<file path="config.mk">
export PLATFORM = sky130hd
export DESIGN_NAME = bcm_front
export DESIGN_NICKNAME = d
export VERILOG_FILES = /design/src/rtl/binary_crossbar_masked_mvm_macros.svh /design/src/rtl/bcm_pkg.sv /design/src/rtl/bcm_front.sv
export SDC_FILE = /design/constraint.sdc
export NUM_CORES = 1
export LEC_CHECK = 0
export ABC_CLOCK_PERIOD_IN_PS = 5700
export BUFFER_PORTS_ARGS = -buffer_cell sky130_fd_sc_hd__buf_2
export CORE_UTILIZATION = 51
export DETAILED_ROUTE_END_ITERATION = 8
export GPL_ROUTABILITY_DRIVEN = 0
export MAX_ROUTING_LAYER = met4
export PLACE_DENSITY = 0.82
export SYNTH_ARGS = -nofsm -noshare
export SYNTH_HDL_FRONTEND = slang
export SYNTH_SLANG_ARGS = --single-unit
</file>
<file path="constraint.sdc">
create_clock -name clk -period 5.7 [get_ports clk]
set_clock_uncertainty 0.15 [all_clocks]
set_input_delay 0.285 -clock clk [delete_from_list [all_inputs] [get_ports clk]]
set_output_delay 0.285 -clock clk [all_outputs]
set_load 0.01 [all_outputs]
</file>
<file path="src/rtl/binary_crossbar_masked_mvm_macros.svh">
// Assertion macros shared by the crossbar matrix-vector block.
`ifndef BINARY_CROSSBAR_MASKED_MVM_MACROS_SVH
`define BINARY_CROSSBAR_MASKED_MVM_MACROS_SVH
`ifndef NO_ASSERTIONS
`define BCM_ASSERT_IMPLY(label, clk, rst, ante, cons) \
  label: assert property (@(posedge clk) disable iff (rst) (ante) |-> (cons)) \
    else $error("same-cycle implication failed");
`define BCM_ASSERT_NEXT(label, clk, rst, ante, cons) \
  label: assert property (@(posedge clk) disable iff (rst) (ante) |=> (cons)) \
    else $error("next-cycle implication failed");
`else
`define BCM_ASSERT_IMPLY(label, clk, rst, ante, cons)
`define BCM_ASSERT_NEXT(label, clk, rst, ante, cons)
`endif
`endif

</file>
<file path="src/rtl/bcm_pkg.sv">
package bcm_pkg;

  localparam int RowFieldW = 6;
  localparam int ColFieldW = 6;
  localparam int DataW     = 64;
  localparam int CountW    = 7;

  localparam logic CmdLoad    = 1'b0;
  localparam logic CmdCompute = 1'b1;

  // One queued request: a compute carries row select in data_a and the mask
  // in data_b, a load carries the weight row in data_a.
  typedef struct packed {
    logic                 is_compute;
    logic [RowFieldW-1:0] row;
    logic [DataW-1:0]     data_a;
    logic [DataW-1:0]     data_b;
  } bcm_req_t;

  typedef enum logic [1:0] {
    ST_IDLE,
    ST_SWEEP,
    ST_DRAIN,
    ST_HOLD
  } bcm_state_t;

endpackage

</file>
<file path="src/rtl/bcm_front.sv">
module bcm_front #(
  parameter int ROWS = 64
) (
  input  logic                                  clk,
  input  logic                                  rst,
  input  logic                                  item_valid,
  output logic                                  item_ready,
  input  logic                                  cmd,
  input  logic [bcm_pkg::RowFieldW-1:0]         row_number,
  input  logic [bcm_pkg::DataW-1:0]             weight_row,
  input  logic [bcm_pkg::DataW-1:0]             row_select,
  input  logic [bcm_pkg::DataW-1:0]             column_mask,
  output logic                                  req_valid,
  output bcm_pkg::bcm_req_t                     req,
  input  logic                                  req_pop
);

  bcm_pkg::bcm_req_t entry [2];
  bcm_pkg::bcm_req_t incoming;
  logic              wptr;
  logic              rptr;
  logic [1:0]        fill;
  logic              keep;
  logic              push;

  // Loads to rows beyond the matrix are dropped here and never queued.
  assign keep = (cmd == bcm_pkg::CmdCompute) ||
                ({1'b0, row_number} < (bcm_pkg::RowFieldW + 1)'(ROWS));

  assign item_ready = (fill != 2'd2);
  assign push       = item_valid && item_ready && keep;
  assign req_valid  = (fill != 2'd0);
  assign req        = entry[rptr];

  always_comb begin
    incoming.is_compute = (cmd == bcm_pkg::CmdCompute);
    incoming.row        = row_number;
    incoming.data_a     = (cmd == bcm_pkg::CmdCompute) ? row_select : weight_row;
    incoming.data_b     = column_mask;
  end

  always_ff @(posedge clk) begin
    if (push) begin
      entry[wptr] <= incoming;
    end
  end

  always_ff @(posedge clk) begin
    if (rst) begin
      wptr <= 1'b0;
      rptr <= 1'b0;
      fill <= 2'd0;
    end else begin
      if (push) begin
        wptr <= ~wptr;
      end
      if (req_pop) begin
        rptr <= ~rptr;
      end
      case ({push, req_pop})
        2'b10:   fill <= fill + 2'd1;
        2'b01:   fill <= fill - 2'd1;
        default: fill <= fill;
      endcase
    end
  end

endmodule

</file>
==> impl_metrics.toml <==
[status]
status = "finished clean"

[cts]
cts_resized = 0
root_buffer = "clkbuf_16"
clk_pin_slew_ns = 0.06
cts.path.max_buffers = 3
cts_tree = "done"
htreeDepth = 1
numCtsBuffers = 27
insertion_delay_ns = 0.52
post_cts_buffers = 0
cts.sinks = 275

[critical_path]
cp-end-kind = "output pin"
crit_type = "reg -> out"
path_cells = "buf_12, mux2_2, buf_2"
path_max_fanout = 72
critPathSlowestCell = "dfxtp_4"
critPathArrivalTime_ns = 2.60
crit_required_ns = 5.27
cp_num_buf_inv = 2
cp_slowest_stage_delay_ns = 1.00
cp-start-kind = "flop"
crit_family = "flip-flops"

[detailed_routing]
ant_nets = 0
initialDrtViolationCount = 272
vias = 6887
drc = 0
drt-pass1-iter-count = 4
routed_wirelength_um = 25910
wl_per_cell_um = 18.99
vias_per_cell = 5.049

[sta]
drv_slew = 0
tightestPinTransition_ns = 1.023
final_hold_viol_count = 0
setup_violations = 0
holdWs_ns = 0.3381
rsz0062_at_grt = "false"
slew-limit-headroom_pct = 31.78
fin_setup_tns_ns = 0
fin_crit_sh_pct = 53.28
fmax_mhz = 329.3
finalWorstPathRequiredPeriod_ns = 3.037

[cells_and_area]
fin_nets = 1270
area_growth_pct = 43.97
drive_above_1_share_pct = 53.50
final_util_pct = 74.79
layout_common_cells = "buf_2, edfxtp_1, dlygate4sd3_1"
mostFrequentLayoutCell = "buf_2"

[floorplanning]
die_area_um2 = 22000
ioPinCount = 340
start_util_pct = 51.95
die_x_um = 148.3
fp-row-count = 53
core_um2 = 21020
die_h_um = 148.3

[global_routing]
antenna_found_initial = 3
grt_usage_pct = 23.89
grt_max_degree = 99
grt_pass1_wl_um = 38600
grt_pass1_vias = 7322
grt_remaining_overflow = 0

[synth]
synth_cell_types = 21
synth_top_area_cell = "edfxtp_1"
seq_area_frac_synth_pct = 75.16
syn_nets = 718
ys_ff_latch = 275
synth_top_area_share_pct = 74.24
synth_area_um2 = 10920
yosys_warnings = 0
syn_area_per_cell_um2 = 21.25
netlist_instances = 514
synthTopCellsByArea = "edfxtp_1, mux2_2, mux2_4"

[flow_run]
maxCapViolations = 0

[pwr]
ir_worst_vdd_mv = 0.2860
finalPower_w = 0.005048
p_per_area_nw_per_um2 = 321.1
p_leak_nw = 6.159

[place]
port_buffers = 339
dp_hpwl_um = 13540

[hold_path]
hold_class = "in -> reg"
## registers in the layout (all words and copies together), names as in the netlist, named ones only
signal and cells:
entry 270, wptr 1, rptr 1, fill 2
## metal layers
| layer | track usage, % | wire, µm | vias up |
|---|---|---|---|
| li1 | - | - | 3140 |
| met1 | 25.80 | 9532 | 3383 |
| met2 | 43.50 | 14020 | 304 |
| met3 | 5.031 | 1666 | 60 |
| met4 | 7.835 | 693 | 0 |
| met5 | - | 0 | - |
## synth_stat cells
| master | number |
|---|---|
| or3_1 | 1 |
| buf_2 | 9 |
| or2_2 | 1 |
| nand2_1 | 1 |
| a21oi_1 | 2 |
| nand3b_1 | 1 |
| mux2_4 | 50 |
| inv_1 | 1 |
| xor2_1 | 1 |
| ha_1 | 1 |
| edfxtp_1 | 270 |
| nand2b_1 | 1 |
| buf_6 | 7 |
| mux2_2 | 149 |
| nor2_1 | 3 |
| dfxtp_1 | 5 |
| and3_1 | 1 |
| o21ai_0 | 1 |
| a21bo_2 | 1 |
| buf_4 | 6 |
| xnor2_1 | 2 |
## metrics by stage
stage	cells	cell area (µm²)	setup WS, ns
floorplan	514	10920	1.252
global placement	1110	12860	3.054
detailed placement	1110	12860	3.011
CTS	1361	15720	2.624
global route	1364	15720	2.529
finish	1364	15720	2.663
## power by group
group / switching, W / total [W] / internal, W / leakage (nW)
clock network: 0.000705 / 0.00168 / 0.000972 / 0.395
logic: 0.000400 / 0.000853 / 0.000453 / 3.20
registers: 0.0000696 / 0.00252 / 0.00245 / 2.57
## final timing paths
kind | startpoint | end | slack, ns | cells after the start
max | flop | req[17] | 2.66 | 3
max reg2reg | fill[0]$_SDFFE_PP0P_ | entry[0][25]$_DFFE_PP_ | 2.89 | 4
min reg2reg | fill[1]$_SDFFE_PP0P_ | fill[1]$_SDFFE_PP0P_ | 0.40 | 2
min | column_mask[58] | entry[1][58]$_DFFE_PP_ | 0.34 | 2
## area by class of cell
cell class | count | area [µm²]
Fill cell | 1180 | 5299
Sequential cell | 275 | 8212
Multi-Input combinational cell | 216 | 2545
Antenna cell | 3 | 7.507
Clock buffer | 43 | 775.7
Inverter | 1 | 8.758
Tap cell | 275 | 344.1
Clock inverter | 6 | 56.30
Timing Repair Buffer | 545 | 3774
## what timing repair did
item,in CTS,in global routing
hold buffers,202,0
endpoints found under the hold margin,273,0
endpoints found under the setup margin,0,0
## cells by family (layout without fill, tap and decap cells)
logic type / Yosys count / after routing / synth area share [%]
simple gates: 9 / 9 / 0.4355
flops: 275 / 275 / 75.16
fa+ha+maj: 1 / 1 / 0.1146
buf+inv: 23 / 595 / 1.581
other cells: 0 / 3 / 0
xor+xnor: 3 / 3 / 0.2406
mux: 199 / 199 / 22.24
compound gates: 4 / 4 / 0.2291
Note: power is estimated with default switching activity, not from simulation.
